**config.mk**
```make
export PLATFORM = sky130hd
export DESIGN_NAME = hgtc_cell_front
export DESIGN_NICKNAME = d
export VERILOG_FILES = /design/src/rtl/hgtc_pkg.sv /design/src/rtl/hgtc_cell_front.sv
export SDC_FILE = /design/constraint.sdc
export NUM_CORES = 2
export LEC_CHECK = 0
export BUFFER_PORTS_ARGS = -buffer_cell sky130_fd_sc_hd__buf_2
export CAP_MARGIN = 20
export CORE_MARGIN = 1.5
export CORE_UTILIZATION = 65
export CTS_CLUSTER_DIAMETER = 120
export DETAILED_ROUTE_END_ITERATION = 10
export HOLD_SLACK_MARGIN = 0.1
export PLACE_DENSITY = 0.83
export SYNTH_ARGS = -nofsm -noshare
export SYNTH_HDL_FRONTEND = slang
export SYNTH_SLANG_ARGS = --single-unit
export TNS_END_PERCENT = 20
```
**constraint.sdc**
```tcl
create_clock -name clk -period 14.5 [get_ports clk]
set_input_delay 2.9 -clock clk [delete_from_list [all_inputs] [get_ports clk]]
set_output_delay 2.9 -clock clk [all_outputs]
set_load 0.005 [all_outputs]
```
**src/rtl/hgtc_pkg.sv**
```systemverilog
// Shared types and constants for the hex grid toolpath cell.
// No dependencies; imported by every module of the block.
package hgtc_pkg;

  // sqrt(3) in Q1.30
  localparam logic [30:0] SQRT3_Q30  = 31'd1859775393;
  localparam logic [3:0]  MAX_NESTED = 4'd8;

  // configuration register indexes
  localparam logic [2:0] REG_SIDE    = 3'd0;
  localparam logic [2:0] REG_NEST    = 3'd1;
  localparam logic [2:0] REG_SPACING = 3'd2;
  localparam logic [2:0] REG_COLS    = 3'd3;
  localparam logic [2:0] REG_GRID    = 3'd4;

  // outer hexagon side skip masks, bit k = step k
  localparam logic [5:0] SKIP_NONE = 6'h00;
  localparam logic [5:0] SKIP_5    = 6'h20;
  localparam logic [5:0] SKIP_0    = 6'h01;
  localparam logic [5:0] SKIP_015  = 6'h23;
  localparam logic [5:0] SKIP_05   = 6'h21;
  localparam logic [5:0] SKIP_1    = 6'h02;

  // vertex slots: start point, then six corners
  localparam logic [2:0] VTX_START = 3'd0;
  localparam logic [2:0] VTX_1     = 3'd1;
  localparam logic [2:0] VTX_2     = 3'd2;
  localparam logic [2:0] VTX_3     = 3'd3;
  localparam logic [2:0] VTX_4     = 3'd4;
  localparam logic [2:0] VTX_5     = 3'd5;
  localparam logic [2:0] VTX_LAST  = 3'd6;

  typedef struct packed {
    logic [10:0] row;
    logic [9:0]  col;
  } in_beat_t;

  typedef struct packed {
    logic signed [39:0] x;
    logic signed [39:0] y;
    logic               pen_down;
    logic               new_shape;
    logic               last;
  } out_beat_t;

  typedef struct packed {
    logic [23:0] side;
    logic [3:0]  nest;
    logic [15:0] spacing;
    logic [10:0] cols;
    logic        grid;
  } cfg_t;

  // per-cell values handed to the shape sequencer
  typedef struct packed {
    logic [34:0] x0;
    logic [35:0] y0;
    logic [5:0]  skip;
  } cell_t;

  // one point request into the point pipeline
  typedef struct packed {
    logic [19:0] si;    // spacing * nest index
    logic [2:0]  vtx;
    logic [5:0]  skip;
    logic        last;
    logic [34:0] x0;
    logic [35:0] y0;
  } tok_t;

  typedef struct packed {
    logic [2:0] vtx;
    logic [5:0] skip;
    logic       last;
  } meta_t;

endpackage

```
**src/rtl/hgtc_cell_front.sv**
```systemverilog
// Three-stage per-cell front end: half-width, cell origin and skip mask.
// Depends on hgtc_pkg.
module hgtc_cell_front (
  input  logic             clk,
  input  logic             rst,
  input  hgtc_pkg::cfg_t   cfg,
  input  logic             in_valid,
  output logic             in_ready,
  input  hgtc_pkg::in_beat_t in_data,
  output logic             cell_valid,
  input  logic             cell_ready,
  output hgtc_pkg::cell_t  cell_info
);
  import hgtc_pkg::*;

  logic        va, vb, vc;
  logic        en_a, en_b, en_c;

  logic [10:0] row_sat;
  logic        even;
  logic [12:0] tri_row;
  logic [10:0] col_p1;
  logic [5:0]  skip_next;

  logic [54:0] a_prod_w;
  logic [36:0] a_prod_y;
  logic [10:0] a_n;
  logic [5:0]  a_skip;

  logic [54:0] w_sum;
  logic [36:0] y_sum;
  logic [23:0] b_w;
  logic [35:0] b_y0;
  logic [10:0] b_n;
  logic [5:0]  b_skip;

  assign en_c     = !vc || cell_ready;
  assign en_b     = !vb || en_c;
  assign en_a     = !va || en_b;
  assign in_ready = en_a;

  assign row_sat = (in_data.row == 11'd0) ? 11'd1 : in_data.row;
  assign even    = ~row_sat[0];
  assign tri_row = {1'b0, row_sat, 1'b0} + {2'b00, row_sat} - 13'd2;
  assign col_p1  = {1'b0, in_data.col} + 11'd1;

  always_comb begin
    if (row_sat == 11'd1) begin
      skip_next = (in_data.col == 10'd0) ? SKIP_NONE : SKIP_5;
    end else if (even) begin
      if (in_data.col == 10'd0) skip_next = SKIP_0;
      else if (col_p1 < cfg.cols) skip_next = SKIP_015;  // col < cols - 1
      else skip_next = SKIP_05;
    end else begin
      skip_next = (in_data.col <= 10'd1) ? SKIP_1 : SKIP_015;
    end
  end

  assign w_sum = a_prod_w + (55'd1 << 30);
  assign y_sum = a_prod_y + 37'd1;

  always_ff @(posedge clk) begin
    if (rst) begin
      va <= 1'b0;
      vb <= 1'b0;
      vc <= 1'b0;
    end else begin
      if (en_a) va <= in_valid;
      if (en_b) vb <= va;
      if (en_c) vc <= vb;
    end
  end

  always_ff @(posedge clk) begin
    if (en_a) begin
      a_prod_w <= 55'(cfg.side) * 55'(SQRT3_Q30);
      a_prod_y <= 37'(cfg.side) * 37'(tri_row);
      a_n      <= {in_data.col, even};
      a_skip   <= skip_next;
    end
    if (en_b) begin
      b_w    <= w_sum[54:31];
      b_y0   <= y_sum[36:1];
      b_n    <= a_n;
      b_skip <= a_skip;
    end
    if (en_c) begin
      cell_info.x0   <= 35'(b_n) * 35'(b_w);
      cell_info.y0   <= b_y0;
      cell_info.skip <= b_skip;
    end
  end

  assign cell_valid = vc;

endmodule

```
==> metrics.cfg <==
[outcome]
status = finished clean

[clocking]
ctsHoldBuffers = 0
cts_buffers = 21
h-tree-depth = 1
clock_path_buffers = 3
cts-root-buf = clkbuf_16
insertion_delay_ns = 0.52
post_cts_buffers = 0
cts_tree = done
clkTransAtPathRegs_ns = 0.07
cts_resized = 0
cts.sinks = 227

[logic_synthesis]
yosysWarnings = 0
synth_edf_count = 224
synth_top_area_share_pct = 38.93
ys.flop_type = edfxtp_1
netlist_area_um2 = 39280
synth.distinct_cells = 74
yosysMostFrequentCell = inv_1
synthTopCellsByCount = 917 x inv_1, 764 x fa_1, 416 x nand2_1
avgSynthCellArea_um2 = 10.14
yosysSeqAreaShare_pct = 17.28
synth_seq_cells = 227
async_reset_ff_share_pct = 0
yosys.area.top_type = fa_1
synth_area_leaders = fa_1 39%, edfxtp_1 17%, ha_1 13%, inv_1 8.8%, nand2_1 4.0%
syn-instance-count = 3874

[setup_path]
critPathKind = in -> reg
max_stage_delay_ns = 0.55
endpoint_kind = flip-flop
crit_fanout = 16
worst_setup_path_start_kind = input port
crit_slowest_cell = nand3_1
arrival_ns = 12.12
critical_path_required_ns = 14.76

[timing]
rsz0062_at_grt = false
worst_slew_pin_slew_ns = 1.036
timing.final.crit_share_pct = 81.82
relSlewSlack_pct = 30.95
maxSlewViolCount = 0
setup_viol = 0
fmax_mhz = 84.29
final.setup.tns_ns = 0
finClkSkew_ns = 0.01323
period_minus_slack_ns = 11.86
hold_viol_final = 0

[floorplanning]
die_h_um = 248.8
design.core.area_um2 = 59350
row_count = 89
die_area_um2 = 61920
num_io_pins = 160
start_util_pct = 66.19
die_x_um = 248.8

[global_routing]
antenna_found_initial = 4
grt_pass1_vias = 29494
grt_max_degree = 78
grt_pass1_wl_um = 154000
grt_use_total_pct = 31.67
grt_overflow = 0

[place]
place_hpwl_um = 77540
gp_congestion = 0.9770
io_buffers = 135

[cells_and_area]
drive_gt1_share_pct = 5.166
multi_input_area_um2 = 28650
nets = 5194
areaGrowthSynthToFinish_pct = 5.160
seq_area_um2 = 6787
fillCellCount = 4270

[detailed_routing]
wire_per_inst_um = 19.93
vias = 27218
drt_iter0_markers = 1886
postRouteAntennaNets = 0
route.detailed.drc = 0
dr.pass1.iters = 5
viasPerCell = 5.759
routed_wl_um = 94180

[job]
maxCapViolCount = 0

[min_path]
hold_class = reg -> reg

==> kinds of logic after synthesis <==
logic type	synth area share, %
buffers and inverters	9.902
adders and majority gates	52.12
xor gates and xnor gates	3.567
and+or+nand+nor	11.37
DFF	17.28
AOI/OAI and AO/OA	5.755
other	0.009546
==> registers in the layout, summed over array words and instances, names as in the netlist <==
name,count
a_prod_w,25
a_prod_y,37
b_n,11
b_w,24
b_skip,3
a_skip,3
a_n,11
b_y0,36
cell_valid,1
cell_info,74
vb,1
va,1
==> path summary, 6_finish.rpt <==
| kind | from | end | slack, ns | cells after the start |
|---|---|---|---|---|
| worst min-delay path | a_skip[0] | b_skip[0] | 0.42 | 0 |
| worst min register to register | a_skip[0] | b_skip[0] | 0.42 | 0 |
| worst max-delay path | in_data[18] | a_prod_y[34] | 2.64 | 36 |
| worst max register to register | b_n[3] | cell_info[76] | 7.73 | 20 |
==> critical path: cells and delay by family <==
kind | cells | cell delay (ns)
and+or+nand+nor | 7 | 1.78
AOI/OAI and AO/OA | 12 | 3.04
adders and majority gates | 10 | 3.86
buffers and inverters | 7 | 0.49
==> cells in the final DEF, fill, tap and decap left out, drive strengths merged, types with 14 or more instances in the layout <==
cell / synthesis / routed
ha: 414 / 414
o21a: 14 / 14
and2: 201 / 201
xnor2: 112 / 112
o21ai: 60 / 60
and3: 30 / 30
a21oi: 114 / 114
fa: 764 / 764
nor2b: 24 / 24
nand2: 416 / 416
a31oi: 18 / 18
a21o: 35 / 35
nand3: 49 / 49
inv: 917 / 920
edfxtp: 224 / 224
nor3: 21 / 21
xor2: 48 / 48
nor2: 126 / 126
buf: 7 / 150
clkbuf: 108 / 24
nand4: 26 / 26
==> per-layer routing <==
layer | GRT usage, % | vias to the layer above | wire [um]
met2 | 52.24 | 1259 | 44780
met1 | 41.91 | 13609 | 37270
met4 | 13.06 | 0 | 4090
met5 | 0 | - | 0
li1 | - | 12089 | -
met3 | 5.371 | 261 | 8043
==> layout make-up <==
| class | instances | share of cell area (%) |
|---|---|---|
| multi-input combinational | 2617 | 69.34 |
| sequential | 227 | 16.43 |
| inverter | 917 | 8.332 |
| tap | 773 | 2.341 |
| timing repair buffer | 151 | 1.969 |
| clock buffer | 23 | 1.290 |
| clock inverter | 14 | 0.2756 |
| antenna | 4 | 0.02423 |
==> per-stage QoR <==
| step | utilization, % | area [um^2] | instances | hold WS, ns | worst slack, ns |
|---|---|---|---|---|---|
| CTS | 69.54 | 41280 | 4721 | 0.4193 | 2.725 |
| finish | 69.60 | 41310 | 4726 | 0.4154 | 2.637 |
| global placement | 68.45 | 40630 | 4684 | 0.4015 | 2.372 |
| detailed placement | 68.45 | 40630 | 4684 | 0.4045 | 2.223 |
| floorplan | - | 39290 | 3876 | 0.4003 | 3.173 |
| global route | 69.60 | 41310 | 4726 | 0.4271 | 2.019 |
Power is left out: the tool's default activity adds up to more than one toggle a clock period on the data nets, which glitch-free logic cannot reach.
