## src/rtl/hgtc_pkg.sv

```systemverilog
// Shared types and constants for the hex grid toolpath cell.
// No dependencies; imported by every module of the block.
package hgtc_pkg;

  // sqrt(3) in Q1.30
  localparam logic [30:0] SQRT3_Q30  = 31'd1859775393;
  localparam logic [3:0]  MAX_NESTED = 4'd8;

  // configuration register indexes
  localparam logic [2:0] REG_SIDE    = 3'd0;
  localparam logic [2:0] REG_NEST    = 3'd1;
  localparam logic [2:0] REG_SPACING = 3'd2;
  localparam logic [2:0] REG_COLS    = 3'd3;
  localparam logic [2:0] REG_GRID    = 3'd4;

  // outer hexagon side skip masks, bit k = step k
  localparam logic [5:0] SKIP_NONE = 6'h00;
  localparam logic [5:0] SKIP_5    = 6'h20;
  localparam logic [5:0] SKIP_0    = 6'h01;
  localparam logic [5:0] SKIP_015  = 6'h23;
  localparam logic [5:0] SKIP_05   = 6'h21;
  localparam logic [5:0] SKIP_1    = 6'h02;

  // vertex slots: start point, then six corners
  localparam logic [2:0] VTX_START = 3'd0;
  localparam logic [2:0] VTX_1     = 3'd1;
  localparam logic [2:0] VTX_2     = 3'd2;
  localparam logic [2:0] VTX_3     = 3'd3;
  localparam logic [2:0] VTX_4     = 3'd4;
  localparam logic [2:0] VTX_5     = 3'd5;
  localparam logic [2:0] VTX_LAST  = 3'd6;

  typedef struct packed {
    logic [10:0] row;
    logic [9:0]  col;
  } in_beat_t;

  typedef struct packed {
    logic signed [39:0] x;
    logic signed [39:0] y;
    logic               pen_down;
    logic               new_shape;
    logic               last;
  } out_beat_t;

  typedef struct packed {
    logic [23:0] side;
    logic [3:0]  nest;
    logic [15:0] spacing;
    logic [10:0] cols;
    logic        grid;
  } cfg_t;

  // per-cell values handed to the shape sequencer
  typedef struct packed {
    logic [34:0] x0;
    logic [35:0] y0;
    logic [5:0]  skip;
  } cell_t;

  // one point request into the point pipeline
  typedef struct packed {
    logic [19:0] si;    // spacing * nest index
    logic [2:0]  vtx;
    logic [5:0]  skip;
    logic        last;
    logic [34:0] x0;
    logic [35:0] y0;
  } tok_t;

  typedef struct packed {
    logic [2:0] vtx;
    logic [5:0] skip;
    logic       last;
  } meta_t;

endpackage

```

## src/rtl/hgtc_point_pipe.sv

```systemverilog
// Six-stage point pipeline: inset, shape start, side terms, vertex point.
// The last stage is the output register. Depends on hgtc_pkg.
module hgtc_point_pipe (
  input  logic                clk,
  input  logic                rst,
  input  logic [23:0]         side,
  input  logic                tok_valid,
  output logic                tok_ready,
  input  hgtc_pkg::tok_t      tok,
  output logic                out_valid,
  input  logic                out_ready,
  output hgtc_pkg::out_beat_t out_data
);
  import hgtc_pkg::*;

  logic v1, v2, v3, v4, v5, v6;
  logic en1, en2, en3, en4, en5, en6;

  // stage 1
  logic [43:0] p1_prod;
  meta_t       p1_m;
  logic [34:0] p1_x0;
  logic [35:0] p1_y0;
  // stage 2
  logic [27:0] p2_h;
  meta_t       p2_m;
  logic [34:0] p2_x0;
  logic [35:0] p2_y0;
  // stage 3
  logic [58:0]        p3_hk;
  logic signed [28:0] p3_s;
  logic [27:0]        p3_ht;
  meta_t              p3_m;
  logic [34:0]        p3_x0;
  logic [35:0]        p3_y0;
  // stage 4
  logic [39:0]        p4_px;
  logic [39:0]        p4_py;
  logic signed [60:0] p4_sk;
  logic signed [28:0] p4_s;
  meta_t              p4_m;
  // stage 5
  logic [39:0]        p5_px;
  logic [39:0]        p5_py;
  logic signed [30:0] p5_l;
  logic signed [28:0] p5_t;
  logic signed [28:0] p5_s;
  meta_t              p5_m;

  logic [43:0]        h_sum;
  logic [28:0]        ht_sum;
  logic [58:0]        hx_sum;
  logic               sk_neg;
  logic [60:0]        sk_abs;
  logic [60:0]        l_sum;
  logic [30:0]        l_mag;
  logic               s_neg;
  logic [28:0]        s_abs;
  logic [28:0]        t_sum;
  logic [28:0]        t_mag;
  logic [39:0]        l40, t40, s40, dx, dy;
  logic [7:0]         skip8;

  assign en6       = !v6 || out_ready;
  assign en5       = !v5 || en6;
  assign en4       = !v4 || en5;
  assign en3       = !v3 || en4;
  assign en2       = !v2 || en3;
  assign en1       = !v1 || en2;
  assign tok_ready = en1;

  always_ff @(posedge clk) begin
    if (rst) begin
      v1 <= 1'b0;
      v2 <= 1'b0;
      v3 <= 1'b0;
      v4 <= 1'b0;
      v5 <= 1'b0;
      v6 <= 1'b0;
    end else begin
      if (en1) v1 <= tok_valid;
      if (en2) v2 <= v1;
      if (en3) v3 <= v2;
      if (en4) v4 <= v3;
      if (en5) v5 <= v4;
      if (en6) v6 <= v5;
    end
  end

  // rounding terms, ties away from zero
  assign h_sum  = p1_prod + (44'd1 << 15);
  assign ht_sum = 29'(p2_h) + 29'd1;
  assign hx_sum = p3_hk + (59'd1 << 30);
  assign sk_neg = p4_sk[60];
  assign sk_abs = sk_neg ? 61'(-p4_sk) : 61'(p4_sk);
  assign l_sum  = sk_abs + (61'd1 << 30);
  assign l_mag  = {1'b0, l_sum[60:31]};
  assign s_neg  = p4_s[28];
  assign s_abs  = s_neg ? 29'(-p4_s) : 29'(p4_s);
  assign t_sum  = s_abs + 29'd1;
  assign t_mag  = {1'b0, t_sum[28:1]};

  always_ff @(posedge clk) begin
    if (en1) begin
      p1_prod <= 44'(tok.si) * 44'(side);
      p1_m    <= '{vtx: tok.vtx, skip: tok.skip, last: tok.last};
      p1_x0   <= tok.x0;
      p1_y0   <= tok.y0;
    end
    if (en2) begin
      p2_h  <= h_sum[43:16];
      p2_m  <= p1_m;
      p2_x0 <= p1_x0;
      p2_y0 <= p1_y0;
    end
    if (en3) begin
      p3_hk <= 59'(p2_h) * 59'(SQRT3_Q30);
      p3_s  <= $signed({5'b00000, side}) - $signed({1'b0, p2_h});
      p3_ht <= ht_sum[28:1];
      p3_m  <= p2_m;
      p3_x0 <= p2_x0;
      p3_y0 <= p2_y0;
    end
    if (en4) begin
      p4_px <= 40'(p3_x0) + 40'(hx_sum[58:31]);
      p4_py <= 40'(p3_y0) + 40'(p3_ht);
      p4_sk <= 61'(p3_s) * $signed({30'd0, SQRT3_Q30});
      p4_s  <= p3_s;
      p4_m  <= p3_m;
    end
    if (en5) begin
      p5_px <= p4_px;
      p5_py <= p4_py;
      p5_l  <= sk_neg ? -$signed(l_mag) : $signed(l_mag);
      p5_t  <= s_neg ? -$signed(t_mag) : $signed(t_mag);
      p5_s  <= p4_s;
      p5_m  <= p4_m;
    end
  end

  // vertex offsets from the shape start
  assign l40 = 40'(p5_l);
  assign t40 = 40'(p5_t);
  assign s40 = 40'(p5_s);

  always_comb begin
    case (p5_m.vtx)
      VTX_1:   begin dx = l40;       dy = -t40;      end
      VTX_2:   begin dx = l40 << 1;  dy = 40'd0;     end
      VTX_3:   begin dx = l40 << 1;  dy = s40;       end
      VTX_4:   begin dx = l40;       dy = s40 + t40; end
      VTX_5:   begin dx = 40'd0;     dy = s40;       end
      default: begin dx = 40'd0;     dy = 40'd0;     end
    endcase
  end

  // start slot reads as skipped so its pen stays up
  assign skip8 = {1'b0, p5_m.skip, 1'b1};

  always_ff @(posedge clk) begin
    if (en6) begin
      out_data.x         <= $signed(p5_px + dx);
      out_data.y         <= $signed(p5_py + dy);
      out_data.pen_down  <= !skip8[p5_m.vtx];
      out_data.new_shape <= (p5_m.vtx == VTX_START);
      out_data.last      <= p5_m.last;
    end
  end

  assign out_valid = v6;

endmodule

```

## config.mk

```make
export PLATFORM = sky130hd
export DESIGN_NAME = hgtc_point_pipe
export DESIGN_NICKNAME = d
export VERILOG_FILES = /design/src/rtl/hgtc_pkg.sv /design/src/rtl/hgtc_point_pipe.sv
export SDC_FILE = /design/constraint.sdc
export NUM_CORES = 2
export LEC_CHECK = 0
export BUFFER_PORTS_ARGS = -buffer_cell sky130_fd_sc_hd__buf_2
export CAP_MARGIN = 20
export CORE_MARGIN = 2
export CORE_UTILIZATION = 59
export CTS_CLUSTER_DIAMETER = 60
export DETAILED_ROUTE_END_ITERATION = 10
export PLACE_DENSITY = 0.88
export REMOVE_ABC_BUFFERS = 1
export SLEW_MARGIN = 10
export SYNTH_ARGS = -nofsm -noshare
export SYNTH_HDL_FRONTEND = slang
export SYNTH_SLANG_ARGS = --single-unit
```

## constraint.sdc

```tcl
create_clock -name clk -period 8 [get_ports clk]
set_clock_uncertainty 0.05 [all_clocks]
set_input_delay 0.4 -clock clk [delete_from_list [all_inputs] [get_ports clk]]
set_output_delay 0.4 -clock clk [all_outputs]
set_load 0.02 [all_outputs]
```

==> results.md <==
- Max H-tree Level: 3
- Wire length per cell: 24.0 um
- Worst-path fanout max: 5
- Later-pin clock latency in the skew report: 0.78 ns
- Final core utilization: 65.9%
- Vias: 61400
- Most common cell after layout, fill and taps aside: sky130_fd_sc_hd__inv_1
- Post-synthesis instance area: 0.0861 mm2
- Slew HR: 23.1%
- Cells along the critical path: fa_2 > inv_1 > fa_1 > inv_1 > fa_1 > inv_1 > fa_1 > fa_1 > fa_1 > inv_1 > fa_1 > fa_1 > ha_1 > a2111oi_1 > o211ai_1 > buf_4 > a32o_1 > o22ai_2 > o21ai_4 > a311o_1 > a31oi_4 > o31ai_1 > a21oi_1 > xnor2_1
- Total area of sequential cells: 0.0244 mm2
- Fin. max-slew vios: 0
- Design Area, Final: 0.0956 mm2
- Count of warnings emitted by yosys: 0
- Number of synthesized register bits: 815
- Post-synth EDFFs: 809
- Pin count of the biggest net entering global routing: 112
- Area of the die: 0.149 mm2
- DRC violations left: 0
- Share of synthesized cell area in and, or, nand and nor gates: 9.62%
- Dominant synthesized flop cell: sky130_fd_sc_hd__edfxtp_1
- Die W: 386 um
- Count of buffers inserted at the top-level ports: 213
- Initial standard-cell utilization of the core: 59.3%
- Worst setup SP type: flip-flop
- Sequential fraction of the synthesis area: 28.4%
- Max stage delay cell, worst path: sky130_fd_sc_hd__fa_2
- Clock sinks: 815
- Number of antenna violations at the first check in global routing: 11
- Category of the worst setup path capture point: flip-flop
- Final-report hold violation count: 0
- Placeable core area: 0.145 mm2
- Share of final-layout standard cells stronger than drive strength 1: 8.84%
- DRC marker count from the first detailed-route iteration: 5769
- Final weighted congestion in routability-driven placement: 1.03
- Placed Instance Area: 0.0910 mm2
- Share of the synthesized area in compound gates (AO/OA/AOI/OAI): 7.83%
- Number of rows created at floorplan: 140
- Total Negative Setup Slacks: 0 ns
- Sum of net half-perimeters after detailed placement: 203000 um
- Number of ports placed on the die boundary: 214
- Max Root-Sink Buffers: 3
- Overall routing resource usage: 34.5%
- Worst endpoint data arrival time: 8.24 ns
- Root buf cell: sky130_fd_sc_hd__clkbuf_16
- Layout fillers: 10600
- Max-Cap Viols: 0
- Synthesized area per cell: 10.9 um2
- Worst hold path type: primary input to flip-flop
- Area growth from synthesis to final layout: 11.1%
- Area share of xor/xnor cells in the synthesized design: 5.44%
- Vias in the first global route: 65100
- Ratio of routed vias to standard cells: 5.90
- Net count, final: 10600
- Largest family of logic cells by synthesized area: adder cells
- First-pass GRT wire length: 385000 um
- Post-route minimum period: 7.82 ns
- Highest achievable clock rate: 128 MHz
- Synth cell types: 102
- Multi-input gate area in the final layout: 0.0552 mm2
- Result of the run: finished, final reports clean
- Crit path top cell by count: sky130_fd_sc_hd__fa_1
- Data required time at the worst endpoint: 8.43 ns
- Total congestion overflow: 0
- Leading cell types in the layout, fill and taps excluded: sky130_fd_sc_hd__inv_1 (1615), sky130_fd_sc_hd__fa_1 (1174), sky130_fd_sc_hd__ha_1 (925)
- Die height: 386 um
- Remaining antenna violation count after routing: 0
- Asr flop ratio synth: 0%
- Max stage delay on crit path: 0.64 ns
- Adder and majority cell fraction of the synthesized area: 40.8%
- Kind of critical path: flip-flop to flip-flop
- Clock slew at reported path FFs: 0.06 ns
- Number of clock buffers inserted by TritonCTS: 97
- Setup-failing EPs final: 0
- Transition at the pin with the smallest max-transition slack: 1.14 ns
- Final Routed Wirelength: 250000 um
- TritonCTS clock tree: done
- Multiplexer area fraction after synthesis: 0.135%
- Number of instances in the synthesized netlist: 7893
- Share of the clock period used by the worst path: 97.7%
- Detailed-router iteration count before antenna repair: 9
path summary, 6_finish.rpt:
check	from	end	slack [ns]	cells past startpoint
worst max-delay path	p3_s[10]	p4_sk[57]	0.18	24
worst min-delay path	tok[60]	p1_x0[24]	0.29	2
worst max register to register	p3_s[10]	p4_sk[57]	0.18	24
worst min register to register	p4_px[0]	p5_px[0]	0.31	0
Yosys cell counts (12+ instances only):
cell	instances	area, um2
sky130_fd_sc_hd__nor2_1	279	1050
sky130_fd_sc_hd__ha_1	927	11600
sky130_fd_sc_hd__a21boi_0	12	90.1
sky130_fd_sc_hd__a31oi_1	42	263
sky130_fd_sc_hd__and2_1	227	1420
sky130_fd_sc_hd__and3_1	58	363
sky130_fd_sc_hd__or2_2	26	163
sky130_fd_sc_hd__nand2b_1	57	357
sky130_fd_sc_hd__clkbuf_1	148	556
sky130_fd_sc_hd__nand2_1	538	2020
sky130_fd_sc_hd__o2111ai_1	14	123
sky130_fd_sc_hd__or3_1	48	300
sky130_fd_sc_hd__o31ai_1	38	285
sky130_fd_sc_hd__a21oi_1	212	1060
sky130_fd_sc_hd__edfxtp_1	809	24300
sky130_fd_sc_hd__or4_1	19	143
sky130_fd_sc_hd__o41ai_1	13	114
sky130_fd_sc_hd__o21a_1	50	375
sky130_fd_sc_hd__nor3_1	104	521
sky130_fd_sc_hd__a211o_1	13	114
sky130_fd_sc_hd__xnor2_1	369	3230
sky130_fd_sc_hd__nor4_1	30	188
sky130_fd_sc_hd__nand4_1	51	319
sky130_fd_sc_hd__xor2_1	166	1450
sky130_fd_sc_hd__and4_1	17	149
sky130_fd_sc_hd__o211ai_1	32	240
sky130_fd_sc_hd__nor2b_1	51	319
sky130_fd_sc_hd__inv_1	1619	6080
sky130_fd_sc_hd__nand3_1	101	505
sky130_fd_sc_hd__o21bai_1	33	248
sky130_fd_sc_hd__o21ai_0	194	971
sky130_fd_sc_hd__a21o_1	112	841
sky130_fd_sc_hd__a22oi_1	17	128
sky130_fd_sc_hd__fa_1	1177	23600
sky130_fd_sc_hd__a22o_1	33	289
sky130_fd_sc_hd__a211oi_1	37	278
final cells by class:
cell class,count,area share [%]
sequential,815,25.5
inverter,1620,6.37
tap,1917,2.51
multi-input combinational,5298,57.7
antenna,3,0.00785
clock buffer,104,2.57
timing repair buffer,578,4.23
clock inverter,78,1.10
metal layers:
layer  share of wire, %  up-vias  wire length (um)  GRT usage, %
met5              0.042        -               106             0
met3                8.8      661             22000          6.36
met1                 39    30700             97300          44.8
met4                4.6       14             11500          13.7
met2                 48     3073            119000          57.3
li1                   -    27000                 -             -
state kept, by name, summed over array words and instances (netlist names), 31 cells and up:
name	count
out_data	83
p1_x0	35
p1_y0	36
p2_x0	35
p2_y0	36
p3_x0	35
p3_y0	36
p4_px	36
p4_py	37
p4_sk	61
p5_l	31
p5_px	36
p5_py	37
stage by stage:
| step | hold WS [ns] | std cells | worst slack (ns) |
|---|---|---|---|
| floorplan | 0.350 | 7733 | 0.420 |
| global placement | 0.351 | 10100 | -0.0579 |
| detailed placement | 0.355 | 10100 | -0.248 |
| CTS | 0.253 | 10400 | 0.00620 |
| global route | 0.283 | 10400 | -0.166 |
| finish | 0.286 | 10400 | 0.183 |
critical path: cells and delay by family, from the launching register on:
kind	cells	cell delay, ns
buf+inv	5	0.50
compound gates	9	2.33
flops	1	0.48
fa+ha+maj	9	4.18
xor+xnor	1	0.08
repair_timing:
item	in CTS	in global routing
setup buffers	2	5
setup endpoints to repair	15	30
hold buffers	84	0
endpoints found under the hold margin	87	0
pin swaps	1	5
resized for setup	8	29
cell families after synthesis:
group | count (synthesis)
simple gates | 1655
fa+ha+maj | 2104
mux | 11
buf+inv | 1780
xor+xnor | 535
flops | 815
compound gates | 993
Power is left out: the tool's default activity adds up to more than one toggle a clock period on the data nets, which glitch-free logic cannot reach.
