--- src/rtl/hgtc_pkg.sv ---
// Shared types and constants for the hex grid toolpath cell.
// No dependencies; imported by every module of the block.
package hgtc_pkg;

  // sqrt(3) in Q1.30
  localparam logic [30:0] SQRT3_Q30  = 31'd1859775393;
  localparam logic [3:0]  MAX_NESTED = 4'd8;

  // configuration register indexes
  localparam logic [2:0] REG_SIDE    = 3'd0;
  localparam logic [2:0] REG_NEST    = 3'd1;
  localparam logic [2:0] REG_SPACING = 3'd2;
  localparam logic [2:0] REG_COLS    = 3'd3;
  localparam logic [2:0] REG_GRID    = 3'd4;

  // outer hexagon side skip masks, bit k = step k
  localparam logic [5:0] SKIP_NONE = 6'h00;
  localparam logic [5:0] SKIP_5    = 6'h20;
  localparam logic [5:0] SKIP_0    = 6'h01;
  localparam logic [5:0] SKIP_015  = 6'h23;
  localparam logic [5:0] SKIP_05   = 6'h21;
  localparam logic [5:0] SKIP_1    = 6'h02;

  // vertex slots: start point, then six corners
  localparam logic [2:0] VTX_START = 3'd0;
  localparam logic [2:0] VTX_1     = 3'd1;
  localparam logic [2:0] VTX_2     = 3'd2;
  localparam logic [2:0] VTX_3     = 3'd3;
  localparam logic [2:0] VTX_4     = 3'd4;
  localparam logic [2:0] VTX_5     = 3'd5;
  localparam logic [2:0] VTX_LAST  = 3'd6;

  typedef struct packed {
    logic [10:0] row;
    logic [9:0]  col;
  } in_beat_t;

  typedef struct packed {
    logic signed [39:0] x;
    logic signed [39:0] y;
    logic               pen_down;
    logic               new_shape;
    logic               last;
  } out_beat_t;

  typedef struct packed {
    logic [23:0] side;
    logic [3:0]  nest;
    logic [15:0] spacing;
    logic [10:0] cols;
    logic        grid;
  } cfg_t;

  // per-cell values handed to the shape sequencer
  typedef struct packed {
    logic [34:0] x0;
    logic [35:0] y0;
    logic [5:0]  skip;
  } cell_t;

  // one point request into the point pipeline
  typedef struct packed {
    logic [19:0] si;    // spacing * nest index
    logic [2:0]  vtx;
    logic [5:0]  skip;
    logic        last;
    logic [34:0] x0;
    logic [35:0] y0;
  } tok_t;

  typedef struct packed {
    logic [2:0] vtx;
    logic [5:0] skip;
    logic       last;
  } meta_t;

endpackage

--- src/rtl/hgtc_shape_seq.sv ---
// Shape and vertex sequencer: walks nested hexagons then the grid hexagon,
// issuing one point request per cycle while tok_ready is high. Depends on hgtc_pkg.
module hgtc_shape_seq (
  input  logic            clk,
  input  logic            rst,
  input  hgtc_pkg::cfg_t  cfg,
  input  logic            cell_valid,
  output logic            cell_ready,
  input  hgtc_pkg::cell_t cell_info,
  output logic            tok_valid,
  input  logic            tok_ready,
  output hgtc_pkg::tok_t  tok
);
  import hgtc_pkg::*;

  logic        busy;
  logic [3:0]  idx;
  logic [19:0] si;
  logic [2:0]  vtx;
  cell_t       cur;

  logic [3:0]  nest_sat;
  logic [3:0]  stop;
  logic        empty;
  logic        last_tok;
  logic        issue;
  logic        load;

  assign nest_sat = (cfg.nest > MAX_NESTED) ? MAX_NESTED : cfg.nest;
  assign stop     = {3'b000, ~cfg.grid};
  assign empty    = (nest_sat == 4'd0) && !cfg.grid;

  assign last_tok   = (idx == stop) && (vtx == VTX_LAST);
  assign issue      = busy && tok_ready;
  assign cell_ready = !busy || (issue && last_tok);
  assign load       = cell_valid && cell_ready;

  always_ff @(posedge clk) begin
    if (rst) begin
      busy <= 1'b0;
      vtx  <= VTX_START;
      idx  <= 4'd0;
    end else if (load) begin
      busy <= !empty;   // a cell with nothing to draw is dropped
      idx  <= nest_sat;
      vtx  <= VTX_START;
    end else if (issue) begin
      if (last_tok) begin
        busy <= 1'b0;
      end else if (vtx == VTX_LAST) begin
        vtx <= VTX_START;
        idx <= idx - 4'd1;
      end else begin
        vtx <= vtx + 3'd1;
      end
    end
  end

  always_ff @(posedge clk) begin
    if (load) begin
      si  <= 20'(cfg.spacing) * 20'(nest_sat);
      cur <= cell_info;
    end else if (issue && !last_tok && vtx == VTX_LAST) begin
      si <= si - 20'(cfg.spacing);
    end
  end

  assign tok_valid = busy;
  assign tok.si    = si;
  assign tok.vtx   = vtx;
  assign tok.skip  = (idx == 4'd0) ? cur.skip : SKIP_NONE;
  assign tok.last  = last_tok;
  assign tok.x0    = cur.x0;
  assign tok.y0    = cur.y0;

endmodule

--- config.mk ---
export PLATFORM = sky130hd
export DESIGN_NAME = hgtc_shape_seq
export DESIGN_NICKNAME = d
export VERILOG_FILES = /design/src/rtl/hgtc_pkg.sv /design/src/rtl/hgtc_shape_seq.sv
export SDC_FILE = /design/constraint.sdc
export NUM_CORES = 1
export LEC_CHECK = 0
export BUFFER_PORTS_ARGS = -buffer_cell sky130_fd_sc_hd__buf_2
export CORE_MARGIN = 3
export CORE_UTILIZATION = 46
export CTS_CLUSTER_DIAMETER = 60
export CTS_CLUSTER_SIZE = 30
export DETAILED_ROUTE_END_ITERATION = 10
export PLACE_DENSITY = 0.83
export SYNTH_ARGS = -nofsm -noshare
export SYNTH_HDL_FRONTEND = slang
export SYNTH_SLANG_ARGS = --single-unit
export TNS_END_PERCENT = 5
--- constraint.sdc ---
create_clock -name clk -period 3.7 [get_ports clk]
set_input_delay 0.185 -clock clk [delete_from_list [all_inputs] [get_ports clk]]
set_output_delay 0.185 -clock clk [all_outputs]
set_load 0.02 [all_outputs]
==> metrics.txt, run 1 <==
Sum Neg Setup Slack=0 ps; Gate power share=0.340; final net count=1039; syn nets=861; EDFF count, synth=97; layout cells sized above 1=0.325; outcome=finished, final reports clean; Yosys Warn Count=0; Final GP Congestion=0.873; Port-buffer cells=204; FFs w/ async S/R, synth=0; gr ovfl total=0; # Post-CTS Setup Buffers=0; first-pass detailed-route iteration total=5; Worst Setup End Kind=flip-flop; worst reg-to-reg setup slack=1000 ps; CP delay by family, top=adder cells; pwr/cell area=451 nW/um^2; worst-path fanout max=16; CP Data Required Time=3790 ps; Starting DRT DRC Count=290; vias in the first global route=5322; Layout area overhead=20.4%; row cnt=44; Worst-Margin Slew=682 ps; final instance area=8410 um^2; most frequent cells in the layout=204 x buf_2, 97 x edfxtp_1, 69 x inv_1, 56 x and2_1, 44 x nand2_1; DRC=0; Int Power=0.00253 W; Mean Syn Cell Area=10.7 um^2; Final Cycle Share=0.938; Die ar.=16700 um^2; cells along the critical path=buf_2, buf_6, nand2_1, fa_1, inv_1, fa_1, fa_1, a21oi_2, o21ai_1, a41oi_1, o21ai_0, a221oi_2, xor2_1, mux2i_1; Final setup viols=0; data arrival time of the worst path=3560 ps; clock latency at the later pin of the worst-skew pair=340 ps; clock share of power=0.260; Post-Layout Cell Count=1021; Tot GR Track Use=0.185; max-cap violations=0; Switch Pwr=0.00126 W; initial antenna violation count=0; CP Launch Type=primary input; maximum VDD drop=0.000267 V; CTS tree=yes; Synth Flop Type=edfxtp_1; min cycle time layout=3470 ps; Ports=240; Root Buffer=clkbuf_16; Core ar.=14700 um^2; CP bufs+invs=3; CTS Sinks=105; # diodes=0; library cells used by synthesis=51; post-DR vias/cell=5.15; WL/cell=15.3 um; hpwl dp=12400 um; Post-DP Area=7980 um^2; Post-Syn Area=6980 um^2; most used cell, CP=fa_1; Die W=129 um; clk buf depth=2; Clock transition at path regs=70 ps; placed insts=996; largest net degree at the start of global routing=44; slowest CP cell=fa_1; Critical Path Max Stage Delay=550 ps; sequential fraction of design power=0.400; pre-CTS setup slack=-232 ps; final hold violations=0; #FFs+latches synth=105; slew margin rel.=0.544; die height=129 um; Fmax=288 MHz; Initial Util=0.475; leak pwr=3.93 nW; first-pass GRT wire length=25000 um; total wire length after detailed routing=15700 um; Tot Pwr=0.00379 W; Fillers=1285; Max Slew Vio Count=0; Hold/Removal Path Class=in2reg; antenna violation net count after detailed routing=0; worst setup margin=230 ps; sequential-to-total area share from yosys stat=0.440; via count=5257; Final Skew=6.31 ps; Syn Inst Count=654; commonest non-fill, non-tap cell in the layout=buf_2; CTS Buf Count=9; CTS H-tree lvls=3; Net Sw Frac=0.332; critical path class=in2reg
-- worst register-to-register path: cells and delay by family (launching register included) --
family                   cells  cell delay, ps
buffers and inverters        1              50
flip-flops                   1             340
XOR/XNOR                     1             180
adder cells (fa/ha/maj)      2             620
AND/OR/NAND/NOR              2             290
AO/OA/AOI/OAI                3             890
multiplexers                 1              90
-- kinds of logic after synthesis --
| group | count (synthesis) | synth area share |
|---|---|---|
| buffers and inverters | 158 | 0.125 |
| XOR/XNOR | 30 | 0.0376 |
| AO/OA/AOI/OAI | 122 | 0.111 |
| flip-flops | 105 | 0.440 |
| AND/OR/NAND/NOR | 164 | 0.122 |
| adder cells (fa/ha/maj) | 70 | 0.157 |
| multiplexers | 5 | 0.00717 |
-- repair_timing --
| item | in CTS | in global routing |
|---|---|---|
| endpoints found under the hold margin | 0 | 9 |
| gates resized for setup | 0 | 6 |
| hold buffers | 0 | 9 |
| setup endpoints to repair | 0 | 4 |
-- path summary, 6_finish.rpt --
kind / depth (start not counted) / start / endpoint
worst max-delay path: 14 / cfg[31] / si[18]
worst min register to register: 2 / idx[2] / idx[2]
worst max register to register: 10 / si[0] / si[16]
worst min-delay path: 1 / cell_info[32] / tok[26]
-- routing by layer --
layer  global-route usage  wire, um
met1                0.230      6330
met2                0.328      7940
met3               0.0466      1220
met4               0.0377       176
met5                    0         0
-- sequential cells by signal, summed over array words and instances, names as in the netlist --
name,flops
idx,4
tok,71
cur,6
tok_valid,1
si,20
vtx,3
-- power groups by stage --
stage	clock, W	sequential, W	combinational (W)
global placement	0	0.00154	0.00123
CTS	0.00101	0.00151	0.00128
detailed placement	0	0.00154	0.00127
finish	0.000984	0.00152	0.00129
global route	0.00106	0.00153	0.00143
floorplan	0	0.00159	0.000846
-- Yosys cell counts (4+ instances only) --
library cell / instances / share of area
a211oi_1: 4 / 0.0043
a21o_1: 12 / 0.013
a21oi_1: 40 / 0.029
a31oi_1: 4 / 0.0036
and2_1: 56 / 0.050
and3_1: 5 / 0.0045
buf_4: 72 / 0.077
clkbuf_1: 12 / 0.0064
dfxtp_1: 8 / 0.023
edfxtp_1: 97 / 0.42
fa_1: 29 / 0.083
ha_1: 41 / 0.073
inv_1: 69 / 0.037
mux2i_1: 5 / 0.0072
nand2_1: 44 / 0.024
nand3_1: 7 / 0.0050
nor2_1: 22 / 0.012
nor2b_1: 6 / 0.0054
nor3_1: 10 / 0.0072
o21a_1: 7 / 0.0075
o21ai_0: 27 / 0.019
o31a_1: 4 / 0.0050
o31ai_1: 4 / 0.0043
xnor2_1: 16 / 0.020
xor2_1: 14 / 0.018
-- area by class of cell --
class / count / area (um^2) / share of cell area
flip-flops and latches: 105 / 3070 / 0.366
multi-input cells: 391 / 3070 / 0.365
repair buffers: 255 / 1460 / 0.173
inverters: 70 / 264 / 0.0314
well taps: 184 / 230 / 0.0274
clock buffers: 9 / 225 / 0.0268
clock inverters: 7 / 90.1 / 0.0107
-- stage by stage --
| stage | hold slack (ps) | utilization |
|---|---|---|
| 6_report | 17.9 | 0.572 |
| 5_1_grt | 0.703 | 0.572 |
| 4_1_cts | 1.89 | 0.564 |
| 3_5_place_dp | 363 | 0.543 |
| 3_3_place_gp | 361 | 0.543 |
| 2_1_floorplan | 284 | - |
Note: power is estimated with default switching activity, not from simulation.
==> run 2: changes to the inputs <==
Settings changed: ABC_AREA from default to 1, CORE_UTILIZATION 46 to 47, PLACE_DENSITY 0.83 to 0.84.
==> run 2 against run 1 <==
Compared with the run above:
- combinational power down 18%
- hold slack worse by 6.6 ps
- wire length up 13%
- final area up 3.3%
- clock power down 5.8%
- die area up 3.0%
- highest routed layer unchanged
- synthesized area up 5.4%
- first-iteration DRC count up 24%
- largest cell class is now multi-input gates
- sequential power down 5%
- global-route usage up 1.3 points
- register-to-register slack better by 480 ps
==> metrics.txt, run 2 <==
Initial Util=0.482 (was 0.475); worst reg-to-reg setup slack=1480 ps (was 1000 ps); RSZ-0062 raised after global routing=false; critical path class=in2reg (unchanged); top post-synthesis cells by count=198 x nand2_1, 143 x inv_1, 100 x nor2_1, 97 x edfxtp_1, 72 x buf_4 (was 97 x edfxtp_1, 72 x buf_4, 69 x inv_1, 56 x and2_1, 44 x nand2_1); DRC=0 (unchanged); # Post-CTS Setup Buffers=0 (unchanged); Tot GR Track Use=0.198 (was 0.185); CP Launch Type=primary input (unchanged); Worst-Margin Slew=739 ps (was 682 ps); pwr/cell area=396 nW/um^2 (was 451 nW/um^2); Ports=240 (unchanged); CTS Sinks=105 (unchanged); cell taking the most area after synthesis=edfxtp_1 (unchanged); row cnt=45 (was 44); hold path startpoint=cell_info[46] (was cell_info[32]); final net count=1238 (was 1039); Syn Inst Count=862 (was 654); Final Cycle Share=0.872 (was 0.938); library cells used by synthesis=32 (was 51); clock latency at the later pin of the worst-skew pair=350 ps (was 340 ps); synth top area cells=edfxtp_1 40%, nand2_1 10%, fa_1 7.9% (was edfxtp_1 42%, fa_1 8.3%, buf_4 7.7%); # diodes=0 (unchanged); max reg flops=71 (unchanged); sequential-to-total area share from yosys stat=0.417 (was 0.440); Post-Syn Area=7360 um^2 (was 6980 um^2); Fmax=310 MHz (was 288 MHz); slowest CP cell=fa_1 (unchanged); Die ar.=17200 um^2 (was 16700 um^2); most frequent cells in the layout=204 x buf_2, 198 x nand2_1, 142 x inv_1, 100 x nor2_1, 97 x edfxtp_1 (was 204 x buf_2, 97 x edfxtp_1, 69 x inv_1, 56 x and2_1, 44 x nand2_1); clk buf depth=2 (unchanged); Critical Path Max Stage Delay=540 ps (was 550 ps); Final Skew=16.1 ps (was 6.31 ps); Yosys Warn Count=0 (unchanged); largest net degree at the start of global routing=46 (was 44); hpwl dp=14000 um (was 12400 um); leak pwr=4.42 nW (was 3.93 nW); antenna violation net count after detailed routing=0 (unchanged); max-cap violations=0 (unchanged); beginning of the worst register-to-register path=vtx[0] (was si[0]); WL/cell=14.2 um (was 15.3 um); cells along the critical path=buf_2, inv_1, nand2_1, buf_4, nor2_1, fa_1, inv_1, fa_1, inv_1, ha_1, a21oi_1, o21ai_0, a21oi_1, nand3_1, nand3_1, nand2_1 (was buf_2, buf_6, nand2_1, fa_1, inv_1, fa_1, fa_1, a21oi_2, o21ai_1, a41oi_1, o21ai_0, a221oi_2, xor2_1, mux2i_1); Layout area overhead=17.9% (was 20.4%); min cycle time layout=3220 ps (was 3470 ps); slew margin rel.=0.507 (was 0.544); die height=131 um (was 129 um); most used cell, CP=inv_1 (was fa_1); Port-buffer cells=204 (unchanged); Worst Setup End Kind=flip-flop (unchanged); #FFs+latches synth=105 (unchanged); Core ar.=15300 um^2 (was 14700 um^2); maximum VDD drop=0.000194 V (was 0.000267 V); via count=6060 (was 5257); final hold violations=0 (unchanged); commonest non-fill, non-tap cell in the layout=buf_2 (unchanged); CTS Buf Count=9 (unchanged); FFs w/ async S/R, synth=0 (unchanged); count leader, synth=nand2_1 (was edfxtp_1); EDFF count, synth=97 (unchanged); Clock transition at path regs=80 ps (was 70 ps); reg2reg end=si[19] (was si[16]); Mean Syn Cell Area=8.54 um^2 (was 10.7 um^2); CTS tree=yes (unchanged); Root Buffer=clkbuf_16 (unchanged); Starting DRT DRC Count=359 (was 290); Critical Path Source=cfg[31] (unchanged); Final setup viols=0 (unchanged); Tot Pwr=0.00344 W (was 0.00379 W); Synth Flop Type=edfxtp_1 (unchanged); outcome=finished, final reports clean (unchanged); gr ovfl total=0 (unchanged); first-pass detailed-route iteration total=5 (unchanged); data arrival time of the worst path=3330 ps (was 3560 ps); worst-path fanout max=13 (was 16); r2r worst-path depth=8 (was 10); Final GP Congestion=0.905 (was 0.873); post-DR vias/cell=4.86 (was 5.15); Hold/Removal Path Class=in2reg (unchanged); layout cells sized above 1=0.230 (was 0.325); syn nets=1069 (was 861); CTS H-tree lvls=3 (unchanged); initial antenna violation count=0 (unchanged); PostCTS Resize Cnt=0 (unchanged); CP Data Required Time=3800 ps (was 3790 ps); post-synth top area share=0.396 (was 0.417); Worst Hold Path EP=tok[40] (was tok[26]); first-pass GRT wire length=27700 um (was 25000 um); Max Slew Vio Count=0 (unchanged); Sum Neg Setup Slack=0 ps (unchanged); vias in the first global route=5721 (was 5322); Hold Path Depth=1 (unchanged); Die W=131 um (was 129 um); total wire length after detailed routing=17700 um (was 15700 um)
==> run 2: cell types whose count changed in the layout (fill, tap and decap cells not counted), sizes merged, moves of 8 or more <==
cell | previous run | this run
nand2 | 45 | 201
nor2 | 22 | 101
inv | 71 | 146
and2 | 56 | 2
nand3 | 7 | 53
buf | 246 | 214
dlygate4sd3 | 9 | 26
a21o | 12 | 1
nand3b | 0 | 9
xnor2 | 16 | 7
nor3 | 10 | 2
==> run 2: per-layer routing <==
metal / vias to the layer above / track usage / share of wire
li1: 3002 / - / -
met1: 2790 / 0.225 / 0.39
met2: 232 / 0.367 / 0.52
met3: 36 / 0.0360 / 0.057
met4: 0 / 0.0776 / 0.027
met5: - / 0 / 0
==> run 2: worst max path at each step <==
stage / slack [ps] / end
after global placement: 210 / si[18]
final: 480 / si[18]
after detailed placement: 160 / si[18]
after floorplan: 290 / si[15]
after CTS: 540 / si[18]
after global routing: 220 / si[19]
==> run 2: area by class of cell <==
class	count	area (um^2)
inverter	144	542
timing repair buffer	240	1370
sequential	105	3070
multi-input combinational	531	3140
clock buffer	9	225
fill	1380	6580
tap	211	264
clock inverter	7	65.1
==> run 2: what timing repair did <==
action / 4_1_cts / 5_1_grt
setup endpoints to repair: 0 / 0
hold buffers: 17 / 9
hold endpoints to repair: 17 / 9
==> run 2: report_power, final <==
| group | internal (W) | switching (W) |
|---|---|---|
| registers | 0.00141 | 0.0000423 |
| logic | 0.000383 | 0.000677 |
| clock network | 0.000471 | 0.000455 |
==> run 2: logic make-up (layout without fill, tap and decap cells) <==
logic type / Yosys count / after routing / share of synthesized area
AOI/OAI and AO/OA: 73 / 73 / 0.0520
DFF: 105 / 105 / 0.417
xor gates and xnor gates: 15 / 15 / 0.0178
adders and majority gates: 70 / 70 / 0.149
buffers and inverters: 226 / 400 / 0.156
and+or+nand+nor: 373 / 373 / 0.209
==> run 2: through the flow <==
| step | setup slack [ps] | hold slack (ps) | utilization | instances | area, um^2 |
|---|---|---|---|---|---|
| CTS | 540 | 0.120 | 0.563 | 1238 | 8590 |
| global placement | 213 | 360 | 0.533 | 1205 | 8130 |
| detailed placement | 160 | 358 | 0.533 | 1205 | 8130 |
| global route | 221 | 0.369 | 0.569 | 1247 | 8680 |
| floorplan | 292 | 254 | - | 862 | 7360 |
| finish | 475 | 11.3 | 0.569 | 1247 | 8680 |
==> run 2: critical path, delay by kind of cell <==
kind                     cells  cell delay [ps]
adder cells (fa/ha/maj)      3             1400
AO/OA/AOI/OAI                3              540
AND/OR/NAND/NOR              5              700
buffers and inverters        5              490
==> run 3: changes to the inputs <==
Clock period 3.7 ns to 2.9 ns, I/O delays scaled along.
==> run 3 against run 2 <==
Compared with the run above:
- count of clock-buffer cells in the layout is the same
- wire length increased by 7.6%
- sequential cell count stayed put
- critical path type unchanged
- sequential power grew 28%
- clock power rose by 35%
- register-to-register slack lost 810 ps
- hold slack better by 73 ps
==> metrics.txt, run 3 (synthesis results as in run 2) <==
min cycle time layout=2780 ps; cells along the critical path=buf_2, buf_12, nand2_1, inv_1, fa_1, inv_1, fa_1, inv_1, ha_4, nand2_1, nand3_1, nand2_1, nand2_1, nand2_1, nand2_1, nand2_1, nand3_1, nand2_1 (was buf_2, inv_1, nand2_1, buf_4, nor2_1, fa_1, inv_1, fa_1, inv_1, ha_1, a21oi_1, o21ai_0, a21oi_1, nand3_1, nand3_1, nand2_1); max reg flops=71 (unchanged); post-DR vias/cell=4.81 (was 4.86); gr ovfl total=0 (unchanged); outcome=finished, final reports clean (unchanged); worst-path fanout max=15 (was 13); final hold violations=0 (unchanged); Ports=240 (unchanged); Final Cycle Share=0.957; Layout area overhead=31.8% (was 17.9%); beginning of the worst register-to-register path=si[0] (was vtx[0]); clock latency at the later pin of the worst-skew pair=350 ps (about the same); worst setup margin=124 ps (was 475 ps); Final Skew=12.5 ps (was 16.1 ps); final instance area=9700 um^2 (was 8680 um^2); hold path startpoint=cell_valid (was cell_info[46]); Worst-Margin Slew=532 ps (was 739 ps); Sum Neg Setup Slack=0 ps (unchanged); CP delay by family, top=adder cells (unchanged); CTS Sinks=105 (unchanged); data arrival time of the worst path=2870 ps (was 3330 ps); slew margin rel.=0.645 (was 0.507); total wire length after detailed routing=19100 um (was 17700 um); Starting DRT DRC Count=340 (was 359); CP bufs+invs=5 (unchanged); r2r worst-path depth=13 (was 8); Final setup viols=0 (unchanged); worst reg-to-reg setup slack=670 ps (was 1480 ps); first-pass GRT wire length=30300 um (was 27700 um); CTS Buf Count=9 (unchanged); clk buf depth=2 (unchanged); pwr/cell area=482 nW/um^2 (was 396 nW/um^2); Tot Pwr=0.00468 W (was 0.00344 W); Hold Path Depth=3 (was 1); Root Buffer=clkbuf_16 (unchanged); row cnt=45 (unchanged); Core ar.=15300 um^2 (unchanged); Final GP Congestion=0.896 (was 0.905); Hold/Removal Path Class=in2reg (unchanged); final net count=1326 (was 1238); DRC=0 (unchanged); CTS H-tree lvls=3 (unchanged); Port-buffer cells=204 (unchanged); # diodes=0 (unchanged); antenna violation net count after detailed routing=0 (unchanged); Initial Util=0.482 (unchanged); most used cell, CP=nand2_1 (was inv_1); most frequent cells in the layout=204 x buf_2, 195 x nand2_1, 141 x inv_1, 98 x nor2_1, 97 x edfxtp_1 (was 204 x buf_2, 198 x nand2_1, 142 x inv_1, 100 x nor2_1, 97 x edfxtp_1); Max Slew Vio Count=0 (unchanged); Tot GR Track Use=0.215 (was 0.198); # Post-CTS Setup Buffers=0 (unchanged); pre-CTS setup slack=-214 ps (was 160 ps); CP Launch Type=primary input (unchanged); Worst Setup End Kind=flip-flop (unchanged); initial antenna violation count=0 (unchanged); Die W=131 um (unchanged); slowest CP cell=fa_1 (unchanged); vias in the first global route=6238 (was 5721); Die ar.=17200 um^2 (unchanged); critical path class=in2reg (unchanged); leak pwr=4.83 nW (was 4.42 nW); CTS tree=yes (unchanged); first-pass detailed-route iteration total=5 (unchanged); Post-DP Area=8550 um^2 (was 8130 um^2); Critical Path Source=cfg[31] (unchanged); Clock transition at path regs=80 ps (about the same); CP Data Required Time=2990 ps (was 3800 ps); layout cells sized above 1=0.268 (was 0.230); via count=6419 (was 6060); commonest non-fill, non-tap cell in the layout=buf_2 (unchanged); WL/cell=14.3 um (was 14.2 um); max-cap violations=0 (unchanged); Fmax=360 MHz; largest net degree at the start of global routing=67 (was 46); Worst Hold Path EP=tok_valid (was tok[40]); maximum VDD drop=0.000313 V (was 0.000194 V); reg2reg end=si[12] (was si[19]); die height=131 um (unchanged); Critical Path Max Stage Delay=540 ps (about the same); hpwl dp=14200 um (was 14000 um)
==> run 3: worst max-delay path by stage <==
stage	to	slack, ps	depth (start not counted)
2_1_floorplan	si[15]	-5	18
3_3_place_gp	si[19]	-200	18
3_5_place_dp	si[19]	-210	19
4_1_cts	si[19]	150	18
5_1_grt	si[13]	-10	17
6_report	si[13]	120	18
==> run 3: worst min-delay path, cell delays in order <==
cell     delay [ps]
buf_2           120
o21ai_0          70
a21oi_1          60
==> run 3: cell type report <==
| cell class | count | area (um^2) |
|---|---|---|
| fill | 1225 | 5550 |
| multi-input combinational | 531 | 3340 |
| clock buffer | 9 | 225 |
| inverter | 144 | 544 |
| clock inverter | 7 | 86.3 |
| tap | 211 | 264 |
| timing repair buffer | 328 | 2170 |
| sequential | 105 | 3070 |
==> run 3: repair_timing <==
item                       CTS  global route
setup endpoints to repair    0             9
hold buffers                75             3
hold endpoints to repair    75             3
gates resized for setup      0            12
==> run 3: layer usage <==
layer | global-route usage | wire [um] | up-vias
met2 | 0.391 | 9820 | 231
met4 | 0.0758 | 533 | 0
met5 | 0 | 0 | -
met1 | 0.251 | 7600 | 2972
li1 | - | - | 3176
met3 | 0.0471 | 1100 | 40
==> run 3: where the power goes <==
part / internal [W] / switching, W / total (W) / leakage, nW
Sequential: 0.00180 / 0.0000567 / 0.00186 / 0.992
Clock: 0.000686 / 0.000560 / 0.00125 / 0.154
Combinational: 0.000644 / 0.000929 / 0.00157 / 3.68
==> run 3: metrics by stage <==
| step | util | hold slack (ps) | std cells |
|---|---|---|---|
| 2_1_floorplan | - | 214 | 862 |
| 3_3_place_gp | 0.560 | 321 | 1241 |
| 3_5_place_dp | 0.560 | 323 | 1241 |
| 4_1_cts | 0.630 | 0.901 | 1332 |
| 5_1_grt | 0.636 | 120 | 1335 |
| 6_report | 0.636 | 84.7 | 1335 |
